File: src/design/dead_block_reuse_cache_replacement_assert.svh
// Assertion macros used by the back end of the replacement unit.
`ifndef DEAD_BLOCK_REUSE_CACHE_REPLACEMENT_ASSERT_SVH
`define DEAD_BLOCK_REUSE_CACHE_REPLACEMENT_ASSERT_SVH

// Same-cycle implication, disabled while reset is asserted.
`define DBR_ASSERT_IMP(name, clk, rst_n, ante, cons, msg) \
    name: assert property (@(posedge clk) disable iff (!rst_n) (ante) |-> (cons)) \
        else $error(msg);

// Next-cycle implication, disabled while reset is asserted.
`define DBR_ASSERT_NXT(name, clk, rst_n, ante, cons, msg) \
    name: assert property (@(posedge clk) disable iff (!rst_n) (ante) |=> (cons)) \
        else $error(msg);

`endif

File: src/design/dbr_pkg.sv
// Shared types and constants of the dead-block replacement unit.
`default_nettype none

package dbr_pkg;

    localparam int SETS_DEF       = 2048;
    localparam int WAYS_DEF       = 16;
    localparam int DECAY_BITS_DEF = 12;
    localparam int QUEUE_DEPTH    = 2;

    localparam int SET_W     = 11;
    localparam int WAY_IDX_W = 4;
    localparam int MASK_W    = 16;
    localparam int VICTIM_W  = 4;
    localparam int S_DATA_W  = 32;
    localparam int M_DATA_W  = 8;

    localparam logic [1:0] CTR_MAX    = 2'd3;
    localparam logic [1:0] FILL_REUSE = 2'd1;
    localparam logic [1:0] FILL_LIVE  = 2'd2;

    typedef enum logic
    {
        OP_VICTIM = 1'b0,
        OP_UPDATE = 1'b1
    } op_t;

    // One classified item as it travels from the front to the back.
    typedef struct packed
    {
        op_t                  op;
        logic [SET_W-1:0]     set_index;
        logic [SET_W-1:0]     set_quot;
        logic [WAY_IDX_W-1:0] way_index;
        logic                 hit;
        logic [MASK_W-1:0]    valid_mask;
        logic                 decay;
    } item_t;

endpackage

`default_nettype wire

File: src/design/dbr_queue.sv
// Short item queue between the front and the back.
`default_nettype none

module dbr_queue #(
    parameter int DEPTH = dbr_pkg::QUEUE_DEPTH
) (
    input  wire logic            clk,
    input  wire logic            rst_n,
    input  wire logic            push_valid,
    output logic                 push_ready,
    input  wire dbr_pkg::item_t  push_item,
    output logic                 pop_valid,
    input  wire logic            pop_ready,
    output dbr_pkg::item_t       pop_item
);

    localparam int PTR_W = (DEPTH > 1) ? $clog2(DEPTH) : 1;
    localparam int CNT_W = $clog2(DEPTH + 1);

    dbr_pkg::item_t   entries [DEPTH];
    logic [PTR_W-1:0] wr_ptr_reg;
    logic [PTR_W-1:0] wr_ptr_next;
    logic [PTR_W-1:0] rd_ptr_reg;
    logic [PTR_W-1:0] rd_ptr_next;
    logic [CNT_W-1:0] cnt_reg;
    logic [CNT_W-1:0] cnt_next;
    logic             do_push;
    logic             do_pop;

    assign push_ready = (cnt_reg != CNT_W'(DEPTH));
    assign pop_valid  = (cnt_reg != '0);
    assign pop_item   = entries[rd_ptr_reg];
    assign do_push    = push_valid & push_ready;
    assign do_pop     = pop_valid & pop_ready;

    always_comb
    begin
        wr_ptr_next = wr_ptr_reg;
        rd_ptr_next = rd_ptr_reg;
        cnt_next    = cnt_reg;
        if (do_push)
        begin
            wr_ptr_next = (wr_ptr_reg == PTR_W'(DEPTH - 1)) ? '0 : wr_ptr_reg + PTR_W'(1);
        end
        if (do_pop)
        begin
            rd_ptr_next = (rd_ptr_reg == PTR_W'(DEPTH - 1)) ? '0 : rd_ptr_reg + PTR_W'(1);
        end
        if (do_push && !do_pop)
        begin
            cnt_next = cnt_reg + CNT_W'(1);
        end
        else if (do_pop && !do_push)
        begin
            cnt_next = cnt_reg - CNT_W'(1);
        end
    end

    always_ff @(posedge clk or negedge rst_n)
    begin
        if (!rst_n)
        begin
            wr_ptr_reg <= '0;
            rd_ptr_reg <= '0;
            cnt_reg    <= '0;
        end
        else
        begin
            wr_ptr_reg <= wr_ptr_next;
            rd_ptr_reg <= rd_ptr_next;
            cnt_reg    <= cnt_next;
        end
    end

    always_ff @(posedge clk)
    begin
        if (do_push)
        begin
            entries[wr_ptr_reg] <= push_item;
        end
    end

endmodule

`default_nettype wire

File: config.mk
export PLATFORM = sky130hd
export DESIGN_NAME = dbr_queue
export DESIGN_NICKNAME = d
export VERILOG_FILES = /design/src/design/dead_block_reuse_cache_replacement_assert.svh /design/src/design/dbr_pkg.sv /design/src/design/dbr_queue.sv
export SDC_FILE = /design/constraint.sdc
export NUM_CORES = 1
export LEC_CHECK = 0
export BUFFER_PORTS_ARGS = -buffer_cell sky130_fd_sc_hd__buf_2
export CORE_ASPECT_RATIO = 0.8
export CORE_MARGIN = 4
export CORE_UTILIZATION = 40
export CTS_CLUSTER_DIAMETER = 60
export DETAILED_ROUTE_END_ITERATION = 8
export HOLD_SLACK_MARGIN = 0.05
export PLACE_DENSITY = 0.73
export SETUP_SLACK_MARGIN = 0.15
export SLEW_MARGIN = 20
export SYNTH_ARGS = -nofsm -noshare
export SYNTH_HDL_FRONTEND = slang
export SYNTH_SLANG_ARGS = --single-unit
File: constraint.sdc
create_clock -name clk -period 3.3 [get_ports clk]
set_input_delay 0.495 -clock clk [delete_from_list [all_inputs] [get_ports clk]]
set_output_delay 0.495 -clock clk [all_outputs]
set_load 0.02 [all_outputs]
# --- Yosys cells after proc, flatten, opt, wreduce, memory -nomap -nowiden ---
# Memories as Yosys holds them, arrays and structs flattened.
# Cells that the tools add are included.
totals:
  ff_bits: 4
  mem_count: 1
  mem_bits_rw: 90
  in_bits: 49
op_classes:
  bitwise_logic: 2
  mux: 6
  n_reduce_logical: 6
  n_eq_ne: 1
  add_sub_neg: 4
memory_table:
  columns: ["memory", "words", "word_bits", "rd", "rd_ports_with_merged_regs", "write_ports", "line", "source"]
  rows:
  - ["entries", 2, 45, 1, 0, 1, "dbr_queue.sv:20", "dbr_pkg::item_t entries [DEPTH];"]
ops:
  columns: ["operator", "n"]
  rows:
  - ["1-bit 2-to-1 mux", 4]
  - ["2-bit 2-to-1 mux", 2]
  - ["2-bit nonzero test", 2]
  - ["1-bit adder, second input constant", 2]
  - ["2-bit by 1-bit adder with 2-bit output, second input constant", 1]
  - ["1-bit bitwise AND", 2]
  - ["1-bit logical AND", 2]
  - ["1-bit zero test", 2]
  - ["2-bit != test, second input constant", 1]
  - ["2-bit by 1-bit subtractor with 2-bit output, second input constant", 1]

# --- Longest topological paths before layout ---
logic_depth:
  ltp_word: 6
  ltp_mapped: 7
  ltp_nobuf: 7

# --- Worst setup path after synthesis ---
# No wires, ideal clock.
synth_timing:
  path_type: "register to register"
  startpoint: "reg cnt_reg[0]"
  endpoint: "mem entries[0][0] (netlist name), enable pin"
  setup_slack_ps: 162
  setup_time_ps: 448
  period_less_slack_ps: 3138
  stages_incl_launch_ff: 4
  path_buffers: 0
  arrival_time_ps: 2691
  cell_sequence: "dfrtp_1 -> nand2b_1 -> nand2_1 -> nor2_1"
synth_between:
  elab_chain_len: 4
synth_lines:
  columns: ["element", "line", "source"]
  rows:
  - ["start, declared", "dbr_queue.sv:25", "logic [CNT_W-1:0] cnt_reg;"]
  - ["start signal, assigned", "dbr_queue.sv:71", "cnt_reg <= cnt_next;"]
  - ["2-bit != test", "dbr_queue.sv:30", "assign push_ready = (cnt_reg != CNT_W'(DEPTH));"]
  - ["via push_ready", "dbr_queue.sv:10", "output logic push_ready,"]
  - ["1-bit bitwise AND", "dbr_queue.sv:33", "assign do_push = push_valid & push_ready;"]
  - ["1-bit 2-to-1 mux", "dbr_queue.sv:77", "if (do_push)"]
  - ["1-bit 2-to-1 mux (implied by the code)", "dbr_queue.sv:79", "entries[wr_ptr_reg] <= push_item;"]
  - ["end, declared", "dbr_queue.sv:20", null]
# The timed path passes the listed nets, and every way through them passes these cells.

==> flow_summary.ini <==
[status]
status = complete, no violations

[sta]
fin_crit_ps = 2340
slew_viol_final = 0
hold_viol = 0
worst_pin_slew_ps = 1050
maxSlewHeadroom_pct = 30.0
fin_crit_sh_pct = 71.0
setup_viol = 0
tns_ps = 0
clock_skew_ps = 2.39
rsz0062_at_grt = no
max_freq_ghz = 0.427

[global_routing]
grt_usage_pct = 11.3
antenna_found_initial = 1
grt_pass1_vias = 1810
grt_pass1_wl_mm = 8.96
grt_max_degree = 46
grt-ovfl-total = 0

[synthesis]
syn_area_um2 = 3640
synth_warnings = 0
synth_nets = 208
synth_seq_cells = 94
seq_area_frac_synth_pct = 77.0
syn-mean-instance-area_um2 = 23.0
synth_cells = 158
yosys.cell_types.count = 15

[clocking]
cts_buffers = 9
h-tree-depth = 3
clk_pin_slew_ps = 60
ctsResizeCount = 0
cts_tree = done
cts_setup_buffers = 0
cts_sinks = 94
clock-root-buffer = clkbuf_16
cts_max_path_buffers = 2
clk_latency_ps = 320

[finish]
area_growth_pct = 23.0
finalCoreUtilization_pct = 51.7
num_antenna_cells = 0
regArea_um2 = 2800
drive_above_1_share_pct = 59.8
stdcell_count = 378
n_fill_cell = 700
fin_nets = 312
largest_reg_flops = 90
multi_input_area_um2 = 752

[floorplan]
coreArea_um2 = 8670
initial_utilization_pct = 42.0
die_w_um = 115
die_h_um = 93.3
die_area_um2 = 10700
io_pins = 96
num_rows = 30

[worst_setup_path]
startpoint_type = flip-flop
arrival_ps = 1850
crit_start = rd_ptr_reg$_DFFE_PN0P_
critical_path.endpoint_type = output pin
crit_fanout = 32
crit_required_ps = 2800
critPathKind = flip-flop to output pin
r2r_start = cnt_reg[0]$_DFFE_PN0P_

[placed_design]
hpwl_mm = 3.87
portBuffers = 95
gp_congestion = 0.689
dp.cells = 362

[pwr]
peakVddDrop_mv = 0.349
power_leakage_nw = 1.78
finalPower_w = 0.00411
p_per_area_nw_per_um2 = 917

[flow_run]
cap_violations = 0

[drt]
drc_errors = 0
drt-pass1-iter-count = 4
ant_nets = 0
vias = 1721
drtIter0Drc = 62
viasPerCell = 4.55
routed_wl_mm = 5.75
wl_per_cell_um = 15.2

[hold_path]
hp-class = primary input to flip-flop
hold_start = push_item[12]
-- cells by family (layout without fill, tap and decap cells) --
logic type / count (synthesis) / in the layout / synth area share, %
XOR/XNOR: 5 / 5 / 1.20
buffers and inverters: 6 / 114 / 2.61
AND/OR/NAND/NOR: 7 / 7 / 0.928
flip-flops: 94 / 94 / 77.0
adder cells (fa/ha/maj): 1 / 1 / 0.344
multiplexers: 45 / 45 / 17.9
-- final cells by class --
type,count,share of cell area [%]
Inverter,1,0.0838
Timing Repair Buffer,98,11.5
Sequential cell,94,62.6
Clock buffer,10,5.11
Clock inverter,5,0.838
Tap cell,112,3.13
Multi-Input combinational cell,58,16.8
-- synth_stat cells --
library cell  count  area, um2
xnor2_1           3       26.3
inv_1             1       3.75
nand2b_1          1       6.26
dfrtp_1           4        100
xor2_1            2       17.5
ha_1              1       12.5
mux2_4           39        586
nor2_1            2       7.51
buf_12            4       80.1
or2_1             1       6.26
edfxtp_1         90       2700
and3_1            1       6.26
buf_6             1       11.3
mux2_2            6       67.6
nand2_1           2       7.51
-- placed cells by master (no fill, tap or decap), types with 2 or more instances in the layout --
cell,count
buf_2,95
edfxtp_1,90
mux2_4,39
clkbuf_16,9
mux2_2,6
clkinvlp_4,5
xnor2_1,3
dfrtp_1,3
nand2_1,2
xor2_1,2
-- routing by layer --
metal,track usage (%),wire (um)
met2,18.5,2740
met1,12.9,2360
met5,0,13
met3,4.85,547
met4,4.75,87
-- where the power goes --
group / switching (W) / leakage [nW] / internal [W]
sequential: 0.000123 / 0.882 / 0.00164
combinational: 0.000785 / 0.785 / 0.000658
clock: 0.000394 / 0.113 / 0.000505
-- worst paths after layout --
| check | to | slack (ps) | cells after the start |
|---|---|---|---|
| worst min-delay path | entries[0][12]$_DFFE_PP_ | 350 | 1 |
| max in group asynchronous | rd_ptr_reg$_DFFE_PN0P_ | 2660 | 2 |
| worst min register to register | cnt_reg[1]$_DFFE_PN0P_ | 490 | 1 |
| worst max register to register | entries[1][13]$_DFFE_PP_ | 1430 | 2 |
| min in group asynchronous | wr_ptr_reg$_DFFE_PN0P_ | 500 | 2 |
| worst max-delay path | pop_item[25] | 960 | 3 |
-- critical path: stages, from the launching register on --
cell and delay [ps]:
dfrtp_2 670, buf_12 300, mux2_2 360, buf_2 160
-- what timing repair did --
item,CTS,global route
hold endpoints to repair,4,0
endpoints found under the setup margin,0,0
hold buffers,1,0
-- per-stage QoR --
| stage | setup slack [ps] | area, um2 | hold WS [ps] |
|---|---|---|---|
| after floorplan | 162 | 3640 | 199 |
| after global placement | 1280 | 4200 | 305 |
| after detailed placement | 1270 | 4200 | 306 |
| after CTS | 909 | 4480 | 337 |
| after global routing | 871 | 4480 | 335 |
| final | 956 | 4480 | 355 |
Power figures use the tool's default switching activity.
