`src/design/dead_block_reuse_cache_replacement_assert.svh`:
```
// Assertion macros used by the back end of the replacement unit.
`ifndef DEAD_BLOCK_REUSE_CACHE_REPLACEMENT_ASSERT_SVH
`define DEAD_BLOCK_REUSE_CACHE_REPLACEMENT_ASSERT_SVH

// Same-cycle implication, disabled while reset is asserted.
`define DBR_ASSERT_IMP(name, clk, rst_n, ante, cons, msg) \
    name: assert property (@(posedge clk) disable iff (!rst_n) (ante) |-> (cons)) \
        else $error(msg);

// Next-cycle implication, disabled while reset is asserted.
`define DBR_ASSERT_NXT(name, clk, rst_n, ante, cons, msg) \
    name: assert property (@(posedge clk) disable iff (!rst_n) (ante) |=> (cons)) \
        else $error(msg);

`endif

```
`src/design/dbr_pkg.sv`:
```
// Shared types and constants of the dead-block replacement unit.
`default_nettype none

package dbr_pkg;

    localparam int SETS_DEF       = 2048;
    localparam int WAYS_DEF       = 16;
    localparam int DECAY_BITS_DEF = 12;
    localparam int QUEUE_DEPTH    = 2;

    localparam int SET_W     = 11;
    localparam int WAY_IDX_W = 4;
    localparam int MASK_W    = 16;
    localparam int VICTIM_W  = 4;
    localparam int S_DATA_W  = 32;
    localparam int M_DATA_W  = 8;

    localparam logic [1:0] CTR_MAX    = 2'd3;
    localparam logic [1:0] FILL_REUSE = 2'd1;
    localparam logic [1:0] FILL_LIVE  = 2'd2;

    typedef enum logic
    {
        OP_VICTIM = 1'b0,
        OP_UPDATE = 1'b1
    } op_t;

    // One classified item as it travels from the front to the back.
    typedef struct packed
    {
        op_t                  op;
        logic [SET_W-1:0]     set_index;
        logic [SET_W-1:0]     set_quot;
        logic [WAY_IDX_W-1:0] way_index;
        logic                 hit;
        logic [MASK_W-1:0]    valid_mask;
        logic                 decay;
    } item_t;

endpackage

`default_nettype wire

```
`src/design/dbr_front.sv`:
```
// Front end: accept beats, reduce the set index, run the decay access counter.
`default_nettype none

module dbr_front #(
    parameter int SETS              = dbr_pkg::SETS_DEF,
    parameter int DECAY_PERIOD_BITS = dbr_pkg::DECAY_BITS_DEF
) (
    input  wire logic                         clk,
    input  wire logic                         rst_n,
    input  wire logic                         s_tvalid,
    output logic                              s_tready,
    input  wire logic [dbr_pkg::S_DATA_W-1:0] s_tdata,
    input  wire logic                         s_tuser,
    input  wire logic                         enable,
    output logic                              push_valid,
    input  wire logic                         push_ready,
    output dbr_pkg::item_t                    push_item
);

    localparam int LOG_SETS = (SETS > 1) ? $clog2(SETS) : 0;
    localparam int DIV_S    = dbr_pkg::SET_W + LOG_SETS;
    localparam int MW       = DIV_S + 1;
    localparam int PROD_W   = dbr_pkg::SET_W + MW;
    localparam logic [MW-1:0] RECIP = MW'(((2 ** DIV_S) + SETS - 1) / SETS);

    logic [DECAY_PERIOD_BITS-1:0] cnt_reg;
    logic [DECAY_PERIOD_BITS-1:0] cnt_next;
    logic [dbr_pkg::SET_W-1:0]    set_in;
    logic [PROD_W-1:0]            prod;
    dbr_pkg::op_t                 op_in;
    logic                         accept;

    assign s_tready   = enable & push_ready;
    assign push_valid = s_tvalid & enable;
    assign accept     = s_tvalid & s_tready;

    assign op_in  = dbr_pkg::op_t'(s_tuser);
    assign set_in = s_tdata[10:0];

    // Quotient by reciprocal; exact for every 11-bit index.
    assign prod = PROD_W'(set_in) * PROD_W'(RECIP);

    assign cnt_next = cnt_reg + DECAY_PERIOD_BITS'(1);

    always_comb
    begin
        push_item.op         = op_in;
        push_item.set_index  = set_in;
        push_item.set_quot   = prod[DIV_S +: dbr_pkg::SET_W];
        push_item.way_index  = s_tdata[14:11];
        push_item.hit        = s_tdata[15];
        push_item.valid_mask = s_tdata[31:16];
        push_item.decay      = (op_in == dbr_pkg::OP_UPDATE) && (cnt_next == '0);
    end

    // Advance the access counter on every accepted update.
    always_ff @(posedge clk or negedge rst_n)
    begin
        if (!rst_n)
        begin
            cnt_reg <= '0;
        end
        else if (accept && (op_in == dbr_pkg::OP_UPDATE))
        begin
            cnt_reg <= cnt_next;
        end
    end

endmodule

`default_nettype wire

```
`config.mk`:
```
export PLATFORM = sky130hd
export DESIGN_NAME = dbr_front
export DESIGN_NICKNAME = d
export VERILOG_FILES = /design/src/design/dead_block_reuse_cache_replacement_assert.svh /design/src/design/dbr_pkg.sv /design/src/design/dbr_front.sv
export SDC_FILE = /design/constraint.sdc
export NUM_CORES = 1
export LEC_CHECK = 0
export BUFFER_PORTS_ARGS = -buffer_cell sky130_fd_sc_hd__buf_2
export CAP_MARGIN = 20
export CELL_PAD_IN_SITES_DETAIL_PLACEMENT = 1
export CELL_PAD_IN_SITES_GLOBAL_PLACEMENT = 1
export CORE_ASPECT_RATIO = 2
export CORE_MARGIN = 3
export CORE_UTILIZATION = 28
export CTS_CLUSTER_SIZE = 8
export DETAILED_ROUTE_END_ITERATION = 8
export GPL_TIMING_DRIVEN = 0
export PLACE_DENSITY_LB_ADDON = 0.08
export SYNTH_ARGS = -nofsm -noshare
export SYNTH_HDL_FRONTEND = slang
export SYNTH_SLANG_ARGS = --single-unit
```
`constraint.sdc`:
```
create_clock -name clk -period 2.4 [get_ports clk]
set_clock_uncertainty 0.15 [all_clocks]
set_input_delay 0 -clock clk [delete_from_list [all_inputs] [get_ports clk]]
set_output_delay 0 -clock clk [all_outputs]
set_load 0.02 [all_outputs]
```
After elaboration in Yosys (flattened, before gate mapping)
Cells that the tools add are included.
{"block": "op_classes", "add_sub_neg": 1, "bitwise": 3, "n_reduce_logical": 3}
{"operator": "$add A12 B1 Y12 const B", "n": 1}
{"operator": "$logic_not A12 Y1", "n": 1}
{"operator": "$and A1 B1 Y1", "n": 3}
{"operator": "$logic_and A1 B1 Y1", "n": 2}
{"block": "word_totals", "ff_bits": 12, "output_inout_bits": 47, "elab_cells": 8}

Logic depth before layout (Yosys ltp)
{"block": "depth", "depth_word": 3, "depth_mapped": 5}

Worst setup path before layout
No wires, ideal clock.
{"block": "synth_timing", "kind": "reg-to-output", "start": "register cnt_reg[0]", "end": "output port push_item[0] (netlist bit)", "t_arrival_ns": 1.748, "setup_slack_ns": 0.502, "stages_incl_launch_ff": 6, "path_cell_list": "dfrtp_1 -> ha_1 -> or3_1 -> a211oi_2 -> a21oi_1 -> nor4_2"}
{"item": "from (decl)", "line": "dbr_front.sv:26", "source": "logic [DECAY_PERIOD_BITS-1:0] cnt_reg;"}
{"item": "from (signal assigned)", "line": "dbr_front.sv:65", "source": "cnt_reg <= cnt_next;"}
{"item": "to (decl)", "line": "dbr_front.sv:17", "source": "output dbr_pkg::item_t push_item"}

==> impl_summary.log <==
[metrics] synthesized area per cell: just over 9 um2
[metrics] endpoint arrival time on the critical path: around 2000 ps
[metrics] net switching fraction of the power: 33.3%
[metrics] die area: roughly 4600 um2
[metrics] hpwl dp: roughly 2400 um
[metrics] number of buffers inserted during clock tree synthesis: 3
[metrics] R2R Path Start: cnt_reg[0]
[metrics] Post-CTS Hold Buffers: 1
[metrics] share of synthesized cell area in and, or, nand and nor gates: roughly 18%
[metrics] number of synthesis warnings: 0
[metrics] number of port buffers: 41
[metrics] post-synthesis instance total: between 100 and 150
[metrics] min Tclk post-route: approximately 2200 ps
[metrics] Total Wirelength: 2720 um
[metrics] placeable core region: 3650 um2
[metrics] combinational family with the most area after synthesis: buffers and inverters
[metrics] Worst setup SP type: register
[metrics] Worst Min Path Start: push_ready
[metrics] end of the worst register-to-register path: cnt_reg[10]
[metrics] top area cells in the synthesized netlist: buf_4 (31%), dfrtp_1 (28%), xnor2_1 (6.6%)
[metrics] Cell Chain, Critical Path: ha_1 -> or3_1 -> a211oi_2 -> a21oi_1 -> nor4_2 -> buf_2
[metrics] vias per cell: about 4.2
[metrics] number of rows in the core area: 31
[metrics] vertical extent of the die: ~93 um
[metrics] Initial Utilization: just under 30%
[metrics] Pre-Repair DR Iteration Count: 3
[metrics] clock tree from TritonCTS: done
[metrics] flip-flop and latch count after synthesis: 12
[metrics] leakage power: slightly below 0.8 nW
[metrics] total power density per cell area: 544 nW/um2
[metrics] worst min-delay path endpoint: cnt_reg[0]
[metrics] number of global-route vias before repair: between 1000 and 1500
[metrics] number of buffers inserted to repair setup after CTS: 0
[metrics] compound-cell area share of the yosys netlist: 3.29%
[metrics] number of pins with negative max-slew slack in the final report: 0
[metrics] CTS H-tree lvls: 1
[metrics] ANT nets after route: 0
[metrics] required time of the critical path: around 2300 ps
[metrics] register area share after synthesis: about 28%
[metrics] reg-to-reg setup timing slack: around 740 ps
[metrics] top cell type's share of synthesized area: between 30% and 40%
[metrics] result of the run: finished clean
[metrics] clock latency of the later-clocked register in the worst-skew pair: about 240 ps
[metrics] area delta synth->final: 34.7%
[metrics] biggest area consumer among synthesized cells: buf_4
[metrics] post-route DRC violation count: 0
[metrics] diode insertion count for antenna repair: 0
[metrics] post-CTS sizing: 0
[metrics] die boundary width: a little under 50 um
[metrics] buffer levels on the longest clock path: 2
[metrics] combined buffer and inverter count along the critical path: 1
[metrics] cell with the biggest individual delay on the critical path: dfrtp_1
[metrics] number of nets in the layout: around 210
[metrics] wire length of the first global-routing pass: 4370 um
[metrics] final core utilization: between 30 and 40%
[metrics] peak per-stage delay on the critical path: between 400 and 500 ps
[metrics] I/O Pins: 85
[metrics] endpoint class of the critical path: primary output
[metrics] initial antenna violation count: 0
[metrics] Clock transition at path regs: ~50 ps
[metrics] arithmetic-cell share of the synthesized area counting full adders, half adders and majority gates: between 1 and 1.5%
[metrics] Int Pwr: around 0.52 mW
[metrics] number of max-cap violations: 0
[metrics] final hold violation count: 0
[metrics] part of the power in the clock network: between 20 and 30%
[metrics] combinational share of power: a little under two fifths
[metrics] final global-route overflow total: 0
[metrics] Clk Tree Root Cell: clkbuf_8
[metrics] Filler cells: 488
[metrics] depth of the most critical reg-to-reg path: 4
[metrics] setup violation total in the final timing report: 0
[metrics] Distinct cells, synth: 26
[metrics] peak supply drop: roughly 200 uV
[metrics] number of DRC markers in iteration 0: 6
[metrics] power share of the sequential group: roughly a third
[metrics] class of the most critical hold timing path: input pin to register
[metrics] multiplexer area fraction after synthesis: under 10%
[metrics] final sum of negative setup slack: 0 ps
[metrics] upper clock frequency limit: 0.459 GHz
[metrics] share of post-route cells with drive strength above 1: 56.1%
[metrics] worst setup path class: register to primary output
[metrics] Worst Hold Path Cells: 3
[metrics] Largest delay share family, worst path: simple AND/OR/NAND/NOR gates
[metrics] routed length per placed instance: ~12 um
[metrics] synthesized cell area: between 1000 and 1500 um2
[metrics] largest net degree at the start of global routing: 13
[metrics] clock sink count: 12
[metrics] weighted congestion at the end of routability-driven global placement: 0.780
[metrics] largest fanout of any net on the critical path: 5
[metrics] Largest register FFs: 12
[metrics] number of vias after detailed routing: 931
[metrics] xor and xnor fraction of the mapped netlist area: 10.7%
[metrics] RSZ-0062 raised after global routing: false
[metrics] global-route total usage across every layer: 12.2%
[metrics] portion of the clock cycle consumed by the worst path in the final layout: approximately 91%
[metrics] switching power: 0.260 mW
-- cells in the final DEF (no fill, tap or decap), types with 3 or more instances in the layout --
master	n
buf_4	44
buf_2	41
dfrtp_1	12
conb_1	11
xnor2_1	8
nor2_1	7
nand2_1	6
nand4_1	6
xor2_1	5
clkbuf_8	4
buf_6	3
nand3_1	3
nor3_1	3
-- power by group through the flow --
stage,logic [mW],registers [mW],clock network [mW]
after floorplan,0.238,0.257,0
after global placement,0.297,0.262,0
after detailed placement,0.301,0.264,0
after CTS,0.303,0.261,0.230
after global routing,0.330,0.264,0.235
final,0.298,0.260,0.221
-- how the worst max path moves through the flow --
stage / startpoint / slack, ps / depth (start not counted) / to
finish: cnt_reg[0] / 220 / 6 / push_item[0]
global route: cnt_reg[0] / 100 / 6 / push_item[0]
CTS: cnt_reg[0] / 180 / 6 / push_item[0]
detailed placement: cnt_reg[0] / 450 / 6 / push_item[0]
global placement: cnt_reg[0] / 490 / 6 / push_item[0]
floorplan: cnt_reg[0] / 500 / 5 / push_item[0]
-- worst register-to-register path, stage by stage, from the launching register on --
cell and delay (ps):
dfrtp_1 410, ha_1 260, nand4_1 290, nor4_1 310, xor2_1 170
-- cell type report --
class	count	area, um2	share of cell area [%]
well taps	49	61.3	4.28
flip-flops and latches	12	300	21.0
plain buffers	47	364	25.4
repair buffers	42	215	15.0
clock buffers	4	55.1	3.84
multi-input cells	66	429	30.0
inverters	2	7.51	0.524
-- through the flow --
stage / area [um2] / cells / setup WS, ps / hold WS [ps] / total power [mW]
after floorplan: 1100 / 127 / 502 / -446 / 0.496
after detailed placement: 1370 / 217 / 448 / -245 / 0.565
after global routing: 1430 / 222 / 103 / 47.5 / 0.829
after global placement: 1370 / 217 / 493 / -251 / 0.559
final: 1430 / 222 / 220 / 0.113 / 0.779
after CTS: 1430 / 222 / 177 / 4.80 / 0.794
-- logic make-up (layout without fill, tap and decap cells) --
family	count (synthesis)	in the layout
fa+ha+maj	1	1
buf+inv	49	95
mux	3	3
flops	12	12
compound gates	4	4
simple gates	34	34
other cells	1	11
xor+xnor	13	13
-- synth_stat cells, drive strengths merged --
master  number
or2b         1
mux2         1
a21oi        1
or2          1
mux2i        2
xor2         5
xnor2        8
a211oi       1
nor4         3
nand2        6
o31a         1
or3          1
nor2         7
inv          2
ha           1
buf         47
nand3        3
nor3         3
a211o        1
conb         1
dfrtp       12
and2         2
nand4        7
-- metal layers --
| metal | global-route usage, % | share of wire [%] | up-vias |
|---|---|---|---|
| met5 | 0 | 0 | - |
| met3 | 1.59 | 6.4 | 4 |
| met1 | 11.1 | 31 | 438 |
| met4 | 7.62 | 2.1 | 0 |
| li1 | - | - | 440 |
| met2 | 24.0 | 60 | 49 |
Note: power is estimated with default switching activity, not from simulation.
